`src/hw/rtl/byte_tensor_difference_statistics_unit_macros.svh`:
```
// ----------------------------------------------------------------------------
// byte tensor difference statistics: assertion macros
// concurrent check wrappers, empty when SYNTH is defined
// ----------------------------------------------------------------------------
`ifndef BYTE_TENSOR_DIFFERENCE_STATISTICS_UNIT_MACROS_SVH
`define BYTE_TENSOR_DIFFERENCE_STATISTICS_UNIT_MACROS_SVH

`ifndef SYNTH
// property must hold at every clock edge outside reset
`define BTDS_ASSERT(label, clk, rst_n, prop, msg) \
	label: assert property (@(posedge clk) disable iff (!rst_n) prop) else $error(msg);
// condition must never be seen outside reset
`define BTDS_ASSERT_NEVER(label, clk, rst_n, bad, msg) \
	label: assert property (@(posedge clk) disable iff (!rst_n) !(bad)) else $error(msg);
`else
`define BTDS_ASSERT(label, clk, rst_n, prop, msg)
`define BTDS_ASSERT_NEVER(label, clk, rst_n, bad, msg)
`endif

`endif

```
`src/hw/rtl/btds_pkg.sv`:
```
`timescale 1ns / 1ps
// ----------------------------------------------------------------------------
// btds_pkg
// shared codes, widths and controller/datapath bundles
// ----------------------------------------------------------------------------
package btds_pkg;

	localparam int BYTE_W    = 8;
	localparam int SUM_W     = 32;
	localparam int SQ_W      = 40;
	localparam int BIN_W     = 9;
	localparam int HIST_BINS = 511;

	// transaction commands
	typedef enum logic [1:0] {
		CMD_COMPARE = 2'd0,
		CMD_READ    = 2'd1,
		CMD_CLEAR   = 2'd2
	} cmd_t;

	// controller to datapath
	typedef struct packed {
		logic accept;
		logic clr_start;
		logic clr_step;
		logic update;
		logic emit;
	} dp_ctrl_t;

	// datapath to controller
	typedef struct packed {
		logic last;
		logic clr_done;
		logic out_blocked;
	} dp_status_t;

endpackage

```
`src/hw/rtl/btds_ctrl.sv`:
```
`timescale 1ns / 1ps
// ----------------------------------------------------------------------------
// btds_ctrl
// sequencer: clearing pass, request accept, histogram lookup and update
// ----------------------------------------------------------------------------
`include "byte_tensor_difference_statistics_unit_macros.svh"

module btds_ctrl (
	input  logic                  clk,
	input  logic                  arst_n,
	input  logic                  req_valid,
	input  logic [1:0]            req_command,
	output logic                  req_ready,
	input  btds_pkg::dp_status_t  sts,
	output btds_pkg::dp_ctrl_t    ctl
);
	import btds_pkg::*;

	typedef enum logic [3:0] {
		S_CLEAR = 4'b0001,
		S_IDLE  = 4'b0010,
		S_LOOK  = 4'b0100,
		S_UPD   = 4'b1000
	} state_t;

	state_t     state_q, state_d;
	logic [1:0] op_q, op_d;

	// next state and datapath commands
	always_comb begin
		state_d   = state_q;
		op_d      = op_q;
		req_ready = 1'b0;
		ctl       = '0;
		case (state_q)
			S_CLEAR: begin
				ctl.clr_step = 1'b1;
				if (sts.clr_done) state_d = S_IDLE;
			end
			S_IDLE: begin
				req_ready = 1'b1;
				if (req_valid) begin
					ctl.accept = 1'b1;
					case (req_command)
						CMD_COMPARE, CMD_READ: begin
							op_d    = req_command;
							state_d = S_LOOK;
						end
						CMD_CLEAR: begin
							ctl.clr_start = 1'b1;
							state_d       = S_CLEAR;
						end
						default: ;
					endcase
				end
			end
			S_LOOK: begin
				state_d = S_UPD;
			end
			S_UPD: begin
				if (op_q == CMD_COMPARE) begin
					// a pair without last never waits on the response side
					if (!(sts.last && sts.out_blocked)) begin
						ctl.update = 1'b1;
						ctl.emit   = sts.last;
						state_d    = S_IDLE;
					end
				end else begin
					if (!sts.out_blocked) begin
						ctl.emit = 1'b1;
						state_d  = S_IDLE;
					end
				end
			end
			default: state_d = S_IDLE;
		endcase
	end

	// state registers, reset starts the histogram clearing pass
	always_ff @(posedge clk or negedge arst_n) begin
		if (!arst_n) begin
			state_q <= S_CLEAR;
			op_q    <= CMD_COMPARE;
		end else begin
			state_q <= state_d;
			op_q    <= op_d;
		end
	end

	// checks
	`BTDS_ASSERT(a_look_then_upd, clk, arst_n, (state_q == S_LOOK) |=> (state_q == S_UPD), "lookup not followed by update")
	`BTDS_ASSERT_NEVER(a_ready_busy, clk, arst_n, req_ready && (ctl.clr_step || ctl.update || ctl.emit), "request taken while busy")

endmodule

```
`config.mk`:
```
export PLATFORM = sky130hd
export DESIGN_NAME = btds_ctrl
export DESIGN_NICKNAME = d
export VERILOG_FILES = /design/src/hw/rtl/btds_pkg.sv /design/src/hw/rtl/btds_ctrl.sv
export VERILOG_INCLUDE_DIRS = /design/src /design/src/hw/rtl
export SDC_FILE = /design/constraint.sdc
export NUM_CORES = 1
export LEC_CHECK = 0
export BUFFER_PORTS_ARGS = -buffer_cell sky130_fd_sc_hd__buf_4
export CAP_MARGIN = 15
export CORE_AREA = 5 5 42 44
export CTS_CLUSTER_SIZE = 40
export DETAILED_ROUTE_END_ITERATION = 10
export DIE_AREA = 0 0 47 49
export GPL_ROUTABILITY_DRIVEN = 1
export REMOVE_ABC_BUFFERS = 1
export SYNTH_ARGS = -nofsm -noshare
export SYNTH_HDL_FRONTEND = slang
export SYNTH_SLANG_ARGS = --single-unit
```
`constraint.sdc`:
```
create_clock -name clk -period 2.6 [get_ports clk]
set_input_delay 0.13 -clock clk [delete_from_list [all_inputs] [get_ports clk]]
set_output_delay 0.13 -clock clk [all_outputs]
set_load 0.03 [all_outputs]
```
* Word-level counts from Yosys, hierarchy flattened
Index checks and enable logic that the tools add are counted.
Widths: inputs -> output; s select.
** Cells by class
- Equal/unequal tests :: 11
- Muxes and demuxes :: 17
- Reductions and logical operators :: 6
** Operators by type and width (count)
- $mux 4 :: 5
- $pmux 4 s4 :: 1
- $mux 2 :: 4
- $pmux 4 s2 :: 1
- $mux 1 :: 6
- $ne 3x3->1 const B :: 2
- $reduce_and 5->1 :: 1
- $eq 4x1->1 const B :: 1
- $eq 4x2->1 const B :: 1
- $eq 4x3->1 const B :: 1
- $eq 4x4->1 const B :: 1
- $logic_not 2->1 :: 2
- $ne 2x2->1 const B :: 2
- $ne 3x2->1 const B :: 1
- $reduce_and 3->1 :: 1
- $eq 2x1->1 const B :: 1
- $eq 2x2->1 const B :: 1
- $reduce_or 2->1 :: 1
- $logic_and 1x1->1 :: 1
** Storage, ports and cells
- Flip-flop bits (word level) :: 6
- Input port bits :: 8
- Output and inout bits :: 6
- Logic and storage cells :: 36

* Depth between registers and ports, before layout
Gate-level depths: netlist (run 1).
- Depth after elaboration :: 5
- Depth in mapped cells :: 3
- Mapped depth without buffers :: 3

* Worst setup path before layout (run 1)
OpenSTA, ideal clock, no wires.
- Path type :: flip-flop to output port
- Start point :: register state_q[2]
- End point :: output ctl[1] (netlist bit)
- Arrival time :: 2.294 ns
- Path slack :: 0.176 ns
- Cell stages (with the launch flop) :: 4
- Buffers on the path :: 0
- Path through :: dfrtp_1 > and2b_2 > nand2_1 > a2111oi_0
** RTL lines
- start, declared :: RTL line btds_ctrl.sv:26 : state_t state_q, state_d;
- start signal, assigned :: RTL line btds_ctrl.sv:85 : state_q <= state_d;
- end, declared :: RTL line btds_ctrl.sv:15 : output btds_pkg::dp_ctrl_t ctl

==> flow_summary.html, run 1 <==
<table>
<tr><th>Metric</th><th>Value</th></tr>
<tr><th colspan="2">Logic synthesis</th></tr>
<tr><td>Main area contributors after synthesis</td><td>dfrtp_1 36%, dfstp_2 7.5%, nor4b_4 6.8%</td></tr>
<tr><td>Asr flop ratio synth</td><td>100%</td></tr>
<tr><td>Leading register cell type out of synthesis</td><td>dfrtp_1</td></tr>
<tr><td>Part of the Yosys area used for sequential elements</td><td>43.4%</td></tr>
<tr><td>Most frequently used cell type in the post-synthesis netlist</td><td>dfrtp_1</td></tr>
<tr><td>Count of flip-flops with a built-in enable after synthesis</td><td>0</td></tr>
<tr><td>Yosys Warn Count</td><td>0</td></tr>
<tr><td>Top cell type's share of synthesized area</td><td>35.8%</td></tr>
<tr><td>Top cells by count, synth</td><td>5 x dfrtp_1, 3 x inv_1, 3 x nand2_1</td></tr>
<tr><td>Syn Std Cell Area</td><td>349 µm²</td></tr>
<tr><td>Unique cell type count in the Yosys netlist</td><td>22</td></tr>
<tr><td>Post-synthesis instance total</td><td>33</td></tr>
<tr><td>Register bit count reported by yosys</td><td>6</td></tr>
<tr><td>Post-Synthesis Mean Instance Area</td><td>approximately 11 µm²</td></tr>
<tr><td>Cell taking the most area after synthesis</td><td>dfrtp_1</td></tr>
<tr><th colspan="2">STA</th></tr>
<tr><td>Final Hold Vio Count</td><td>0</td></tr>
<tr><td>Clock skew</td><td>5.27 ps</td></tr>
<tr><td>Max-slew violation count</td><td>0</td></tr>
<tr><td>Shortest clock period the worst path allows after layout</td><td>about 1800 ps</td></tr>
<tr><td>Slew at the pin closest to its max-slew limit</td><td>389 ps</td></tr>
<tr><td>Final setup violation count</td><td>0</td></tr>
<tr><td>Slew headroom</td><td>73.4%</td></tr>
<tr><td>Final sum of negative setup slack</td><td>0 ps</td></tr>
<tr><td>RSZ-0062 raised after global routing</td><td>no</td></tr>
<tr><td>Achievable clock frequency</td><td>between 500 and 600 MHz</td></tr>
<tr><td>Final Cycle Share</td><td>68.4%</td></tr>
<tr><th colspan="2">Layout</th></tr>
<tr><td>Ant diodes</td><td>0</td></tr>
<tr><td>Net count, final</td><td>60</td></tr>
<tr><td>Post-route core utilization</td><td>a little over a third</td></tr>
<tr><td>Proportion of layout cells with a drive suffix above 1</td><td>47.1%</td></tr>
<tr><td>Layout overhead on the synthesized area</td><td>44.1%</td></tr>
<tr><th colspan="2">Clocking</th></tr>
<tr><td>Cts-stage hold buffer count</td><td>1</td></tr>
<tr><td>Number of gates resized after CTS</td><td>0</td></tr>
<tr><td>Deepest level of the CTS H-tree</td><td>1</td></tr>
<tr><td>Worst skew pair latency</td><td>240 ps</td></tr>
<tr><td>Clock transition at the register clock pins on the worst setup and hold paths after CTS</td><td>roughly 40 ps</td></tr>
<tr><td>Root Driver</td><td>clkbuf_4</td></tr>
<tr><td>CTS tree</td><td>yes</td></tr>
<tr><td>Post-CTS Setup Bufs</td><td>0</td></tr>
<tr><td>Maximum clock path buffer count</td><td>2</td></tr>
<tr><td>Inserted Clock Buffers</td><td>3</td></tr>
<tr><td>Sink count of the clock tree</td><td>6</td></tr>
<tr><th colspan="2">Critical path</th></tr>
<tr><td>Critical Path Sink Type</td><td>primary output</td></tr>
<tr><td>WS Path Type</td><td>flip-flop to primary output</td></tr>
<tr><td>Critical path's slowest cell</td><td>dfrtp_1</td></tr>
<tr><td>Cells along the critical path</td><td>and2b_2 -&gt; nand2_1 -&gt; a2111oi_0 -&gt; buf_4</td></tr>
<tr><td>CP Max Fanout</td><td>6</td></tr>
<tr><td>Critical path startpoint category</td><td>flip-flop</td></tr>
<tr><td>Data required, critical path</td><td>2470 ps</td></tr>
<tr><td>Crit path DAT</td><td>1650 ps</td></tr>
<tr><td>Largest stage delay, worst path</td><td>roughly 440 ps</td></tr>
<tr><th colspan="2">Route</th></tr>
<tr><td>Routed length per placed instance</td><td>~11 µm</td></tr>
<tr><td>Drt first pass iters</td><td>2</td></tr>
<tr><td>Number of vias in the routed layout</td><td>298</td></tr>
<tr><td>Detailed router's first-iteration violation count</td><td>1</td></tr>
<tr><td>Post-route DRC</td><td>0</td></tr>
<tr><td>Vias per Instance</td><td>4.45</td></tr>
<tr><td>Total wirelength of the detailed-routed design</td><td>717 µm</td></tr>
<tr><td>Antenna viol nets, final</td><td>0</td></tr>
<tr><th colspan="2">Worst hold path</th></tr>
<tr><td>Type of the most critical hold path</td><td>primary input to flip-flop</td></tr>
<tr><th colspan="2">Global routing</th></tr>
<tr><td>First-pass GRT wire length</td><td>between 1 and 1.5 mm</td></tr>
<tr><td>Antenna violations before repair</td><td>0</td></tr>
<tr><td>Global route total overflow</td><td>0</td></tr>
<tr><td>Maximum number of pins on one net before global-route repair</td><td>7</td></tr>
<tr><td>Total track usage</td><td>around 7.7%</td></tr>
<tr><td>Vias in the first global route</td><td>316</td></tr>
<tr><th colspan="2">Power</th></tr>
<tr><td>Power Density</td><td>between 600 and 700 nW/µm²</td></tr>
<tr><td>VDD IR max</td><td>0.286 mV</td></tr>
<tr><td>Total power of the final layout</td><td>313 µW</td></tr>
<tr><td>Total leakage power</td><td>0.000246 µW</td></tr>
<tr><th colspan="2">Floorplan</th></tr>
<tr><td>Die width</td><td>between 40 and 50 µm</td></tr>
<tr><td>Placement row count</td><td>14</td></tr>
<tr><td>Number of primary I/O pins</td><td>14</td></tr>
<tr><td>Overall die area</td><td>around 2300 µm²</td></tr>
<tr><td>Die outline height</td><td>49 µm</td></tr>
<tr><td>Core ar.</td><td>~1400 µm²</td></tr>
<tr><td>Starting density of the core</td><td>24.9%</td></tr>
<tr><th colspan="2">Placed design</th></tr>
<tr><td>Placed wire-length estimate after detailed placement</td><td>around 630 µm</td></tr>
<tr><td>Routability Congestion</td><td>0.665</td></tr>
<tr><td>Count of buffers from port buffering</td><td>13</td></tr>
<tr><th colspan="2">Run status</th></tr>
<tr><td>Status</td><td>complete, no violations</td></tr>
<tr><th colspan="2">Flow run</th></tr>
<tr><td>Number of max-capacitance violations reported</td><td>0</td></tr>
</table>
through the flow:
step	cells	hold WS, ps	setup WS (ps)	area (µm²)
finish	67	71.0	823	503
global route	67	60.8	717	503
CTS	67	60.3	817	503
detailed placement	62	-60.4	1080	467
global placement	62	-62.2	1140	467
floorplan	33	-166	176	349
final timing paths:
check	slack, ps	cells past startpoint	from	end
max	820	4	state_q[2]$_DFFE_PN0P_	ctl[1]
min	70	2	req_command[0]	state_q[0]$_DFFE_PN1P_
max reg2reg	1200	3	state_q[3]$_DFFE_PN0P_	op_q[0]$_DFFE_PN0P_
min reg2reg	520	1	state_q[1]$_DFFE_PN0P_	state_q[3]$_DFFE_PN0P_
max in group asynchronous	2160	2	arst_n	state_q[0]$_DFFE_PN1P_
min in group asynchronous	230	2	arst_n	op_q[0]$_DFFE_PN0P_
state kept, by name, indices dropped and copies added, names as in the netlist:
| name | cells |
|---|---|
| op_q | 2 |
| state_q | 4 |
where the power goes:
| group | switching (µW) | total, µW | internal [µW] |
|---|---|---|---|
| combinational | 49.6 | 101 | 51.4 |
| clock | 30.6 | 88.5 | 57.9 |
| sequential | 15.4 | 123 | 108 |
| total | 95.6 | 313 | 217 |
layer usage:
| layer | wire, µm | vias to the layer above | share of wire, % | track usage [%] |
|---|---|---|---|---|
| met5 | 0 | - | 0 | 0 |
| met4 | 0 | 0 | 0 | 4.15 |
| met3 | 53 | 0 | 7.4 | 2.95 |
| met2 | 380 | 8 | 53 | 11.8 |
| met1 | 283 | 133 | 39 | 8.93 |
| li1 | - | 157 | - | - |
logic make-up (layout without fill, tap and decap cells):
logic type             after synthesis  in the layout  synth area share (%)
muxes                                2              2                  7.17
and+or+nand+nor                     18             18                  36.6
DFF                                  6              6                  43.4
buffers and inverters                3             21                  3.23
AOI/OAI and AO/OA                    4              4                  9.68
area by class of cell:
| class | count | area, µm² |
|---|---|---|
| Fill cell | 157 | 898 |
| Multi-Input combinational cell | 24 | 186 |
| Sequential cell | 6 | 151 |
| Timing Repair Buffer | 14 | 108 |
| Clock buffer | 4 | 26.3 |
| Tap cell | 16 | 20.0 |
| Inverter | 3 | 11.3 |
layout by cell type (no fill, tap or decap):
cell type,n
nand3_2,1
nor4b_1,1
dfrtp_1,5
inv_1,3
nor3_1,2
a31oi_1,1
and2_2,1
nand2_1,3
nand3_1,1
nor4b_4,1
dlygate4sd3_1,1
clkbuf_1,1
clkbuf_4,3
nor3b_1,1
or3_1,1
and2b_2,2
buf_4,13
dfstp_2,1
nand4_1,1
nor2_1,2
o311a_2,1
o31ai_1,1
mux2i_1,1
a2111oi_0,1
mux2_4,1
nand2b_1,1
worst max-delay path, delay by kind of cell, from the launching register on:
kind / cells / cell delay, ps
DFF: 1 / 440
AOI/OAI and AO/OA: 1 / 410
and+or+nand+nor: 2 / 320
buffers and inverters: 1 / 240
Note: power is estimated with default switching activity, not from simulation.
==> inputs of run 2 (changes only) <==
clock period = 1.7 ns   (was 2.6 ns; I/O delays follow)
==> flow_summary.html, run 2 (synthesis gave the netlist of run 1 again) <==
<table>
<tr><th>Metric</th><th>Value</th></tr>
<tr><th colspan="2">Global routing</th></tr>
<tr><td>Total track usage</td><td>7.58% (-0.13 points)</td></tr>
<tr><td>Maximum number of pins on one net before global-route repair</td><td>7 (unchanged)</td></tr>
<tr><td>Routing layer with the top usage in global route</td><td>met2</td></tr>
<tr><td>Met3 layer usage reported by global route</td><td>1.48% (-1.5 points)</td></tr>
<tr><td>Vias in the first global route</td><td>296 (-6.3%)</td></tr>
<tr><td>Global route total overflow</td><td>0 (unchanged)</td></tr>
<tr><td>Met2 Track Usage GR</td><td>11.1% (-0.68 points)</td></tr>
<tr><td>First-pass GRT wire length</td><td>1.26 mm (-3.8%)</td></tr>
<tr><td>Met1 Resource Use GR</td><td>9.42% (+0.49 points)</td></tr>
<tr><td>Antenna violations before repair</td><td>0 (unchanged)</td></tr>
<tr><th colspan="2">Critical path</th></tr>
<tr><td>Endpoint of the worst register-to-register path</td><td>op_q[0]$_DFFE_PN0P_</td></tr>
<tr><td>Critical path's slowest cell</td><td>dfrtp_2</td></tr>
<tr><td>Crit path DAT</td><td>1450 ps (-200 ps)</td></tr>
<tr><td>Cells along the critical path</td><td>nor4b_4 -&gt; nand2_1 -&gt; nor3_1 -&gt; buf_4</td></tr>
<tr><td>Data required, critical path</td><td>1620 ps (-850 ps)</td></tr>
<tr><td>CP Max Fanout</td><td>6 (unchanged)</td></tr>
<tr><td>Largest stage delay, worst path</td><td>440 ps (about the same)</td></tr>
<tr><td>Worst Path Buf+Inv</td><td>1 (unchanged)</td></tr>
<tr><td>Top delay family on crit path</td><td>simple AND/OR/NAND/NOR gates</td></tr>
<tr><td>Critical R2R Launch</td><td>state_q[2]$_DFFE_PN0P_</td></tr>
<tr><td>Critical path startpoint category</td><td>flip-flop</td></tr>
<tr><td>WS Path Type</td><td>flip-flop to primary output</td></tr>
<tr><td>Critical Path Sink Type</td><td>primary output</td></tr>
<tr><td>Count of cells along the worst register-to-register path</td><td>4 (+1)</td></tr>
<tr><td>Worst R2R Setup Slack</td><td>280 ps (-920 ps)</td></tr>
<tr><th colspan="2">Floorplan</th></tr>
<tr><td>Die outline height</td><td>49 µm (unchanged)</td></tr>
<tr><td>Placement row count</td><td>14 (unchanged)</td></tr>
<tr><td>Starting density of the core</td><td>24.9% (unchanged)</td></tr>
<tr><td>Overall die area</td><td>2300 µm² (unchanged)</td></tr>
<tr><td>Die width</td><td>47 µm (unchanged)</td></tr>
<tr><td>Core ar.</td><td>1400 µm² (unchanged)</td></tr>
<tr><td>Number of primary I/O pins</td><td>14 (unchanged)</td></tr>
<tr><th colspan="2">Layout</th></tr>
<tr><td>Proportion of layout cells with a drive suffix above 1</td><td>51.9% (+4.9 points)</td></tr>
<tr><td>Net count, final</td><td>61 (+1.7%)</td></tr>
<tr><td>Ant diodes</td><td>0 (unchanged)</td></tr>
<tr><td>Reg with most FFs</td><td>state_q</td></tr>
<tr><td>Largest registers ranked by flip-flop count</td><td>state_q (4), op_q (2)</td></tr>
<tr><td>Layout overhead on the synthesized area</td><td>48.4%</td></tr>
<tr><td>Commonest non-fill, non-tap cell in the layout</td><td>buf_4</td></tr>
<tr><td>Design area</td><td>518 µm² (+3.0%)</td></tr>
<tr><td>Max FFs per register</td><td>4 (unchanged)</td></tr>
<tr><td>Highest-count cells in the layout ignoring fill and taps</td><td>14 x buf_4, 4 x dfrtp_1, 3 x inv_1, 3 x nand2_1, 3 x clkbuf_4</td></tr>
<tr><th colspan="2">STA</th></tr>
<tr><td>Worst setup margin</td><td>163 ps (-659 ps)</td></tr>
<tr><td>RSZ-0062 raised after global routing</td><td>no</td></tr>
<tr><td>Slew headroom</td><td>75.7% (+2.3 points)</td></tr>
<tr><td>Achievable clock frequency</td><td>651 MHz</td></tr>
<tr><td>Final Cycle Share</td><td>between 90% and 100%</td></tr>
<tr><td>Slew at the pin closest to its max-slew limit</td><td>360 ps (-29.5 ps)</td></tr>
<tr><td>Shortest clock period the worst path allows after layout</td><td>1540 ps</td></tr>
<tr><td>Final setup violation count</td><td>0 (unchanged)</td></tr>
<tr><td>Clock skew</td><td>1.31 ps (-3.96 ps)</td></tr>
<tr><td>Final Hold Vio Count</td><td>0 (unchanged)</td></tr>
<tr><td>Final sum of negative setup slack</td><td>0 ps (unchanged)</td></tr>
<tr><td>Max-slew violation count</td><td>0 (unchanged)</td></tr>
<tr><th colspan="2">Worst hold path</th></tr>
<tr><td>Type of the most critical hold path</td><td>primary input to flip-flop</td></tr>
<tr><td>Beginning of the worst hold path</td><td>req_command[0]</td></tr>
<tr><td>Cell depth of the worst min-delay path</td><td>2 (unchanged)</td></tr>
<tr><td>Sink of the worst hold path</td><td>state_q[0]$_DFFE_PN1P_</td></tr>
<tr><th colspan="2">Route</th></tr>
<tr><td>Drt first pass iters</td><td>1 (-1)</td></tr>
<tr><td>Total wirelength of the detailed-routed design</td><td>707 µm (-1.4%)</td></tr>
<tr><td>Number of vias in the routed layout</td><td>309 (+3.7%)</td></tr>
<tr><td>Detailed router's first-iteration violation count</td><td>0 (-1)</td></tr>
<tr><td>Post-route DRC</td><td>0 (unchanged)</td></tr>
<tr><td>Antenna viol nets, final</td><td>0 (unchanged)</td></tr>
<tr><td>Routed length per placed instance</td><td>10.4 µm (-2.8%)</td></tr>
<tr><td>Vias per Instance</td><td>4.54 (+2.2%)</td></tr>
<tr><th colspan="2">Clocking</th></tr>
<tr><td>Deepest level of the CTS H-tree</td><td>1 (unchanged)</td></tr>
<tr><td>Sink count of the clock tree</td><td>6 (unchanged)</td></tr>
<tr><td>Maximum clock path buffer count</td><td>2 (unchanged)</td></tr>
<tr><td>Worst skew pair latency</td><td>240 ps (about the same)</td></tr>
<tr><td>CTS tree</td><td>yes</td></tr>
<tr><td>Root Driver</td><td>clkbuf_4</td></tr>
<tr><td>Inserted Clock Buffers</td><td>3 (unchanged)</td></tr>
<tr><td>Clock transition at the register clock pins on the worst setup and hold paths after CTS</td><td>40 ps (about the same)</td></tr>
<tr><th colspan="2">Run status</th></tr>
<tr><td>Status</td><td>complete, no violations</td></tr>
<tr><th colspan="2">Power</th></tr>
<tr><td>VDD IR max</td><td>0.493 mV (+72%)</td></tr>
<tr><td>Total leakage power</td><td>0.000250 µW (+1.5%)</td></tr>
<tr><td>Power Density</td><td>952 nW/µm² (+53%)</td></tr>
<tr><th colspan="2">Placed design</th></tr>
<tr><td>Count of buffers from port buffering</td><td>13 (unchanged)</td></tr>
<tr><td>Routability Congestion</td><td>0.665 (about the same)</td></tr>
<tr><td>Minimum setup slack after placement</td><td>250 ps (-831 ps)</td></tr>
<tr><td>Placed wire-length estimate after detailed placement</td><td>617 µm (-2.4%)</td></tr>
<tr><td>Instance area after placement</td><td>467 µm² (unchanged)</td></tr>
<tr><th colspan="2">Flow run</th></tr>
<tr><td>Number of max-capacitance violations reported</td><td>0 (unchanged)</td></tr>
</table>
## run 2: cell types whose count changed in the layout (fill, tap and decap cells not counted), sizes merged
cell  delta
buf      +1
## run 2: cell type report
class / instances / area, µm²
clock buffers: 4 / 26.3
fillers: 157 / 883
inverters: 3 / 11.3
multi-input cells: 24 / 193
flip-flops and latches: 6 / 153
well taps: 16 / 20.0
repair buffers: 15 / 115
## run 2: power by group
| part | internal [µW] | total [µW] | switching, µW |
|---|---|---|---|
| logic | 87.5 | 165 | 77.2 |
| clock network | 88.7 | 138 | 48.9 |
| registers | 165 | 191 | 25.9 |
## run 2: repair_timing
item	CTS	global route
hold buffers	1	0
setup endpoints to repair	1	2
endpoints found under the hold margin	6	0
gates resized for setup	1	2
buffers inserted	0	1
pin swaps	0	2
## run 2: worst max path at each step
stage	startpoint	endpoint	slack, ps	cells past startpoint
floorplan	state_q[2]$_DFFE_PN0P_	ctl[1]	-680	3
global placement	state_q[2]$_DFFE_PN0P_	ctl[1]	290	4
detailed placement	state_q[2]$_DFFE_PN0P_	ctl[1]	250	4
CTS	state_q[2]$_DFFE_PN0P_	ctl[1]	0.3	4
global route	state_q[2]$_DFFE_PN0P_	ctl[3]	40	4
finish	state_q[2]$_DFFE_PN0P_	ctl[3]	160	4
## run 2: worst reg2reg max path: cells and delay by family (launching register included)
kind,cells,cell delay [ps]
buf+inv,1,170
flops,1,440
simple gates,2,400
mux,1,300
## run 2: through the flow
stage          power, µW  util [%]  hold WS (ps)  instances
2_1_floorplan        290         -          -211         33
3_3_place_gp         342      33.3          -107         62
3_5_place_dp         345      33.3          -105         62
4_1_cts              490      36.0          12.2         67
5_1_grt              528      37.0          19.6         68
6_report             493      37.0          20.3         68
## run 2: routing by layer
metal / wire (µm) / share of wire, %
met2: 336 / 48
met3: 43 / 6.1
met1: 309 / 44
met5: 0 / 0
met4: 17 / 2.4
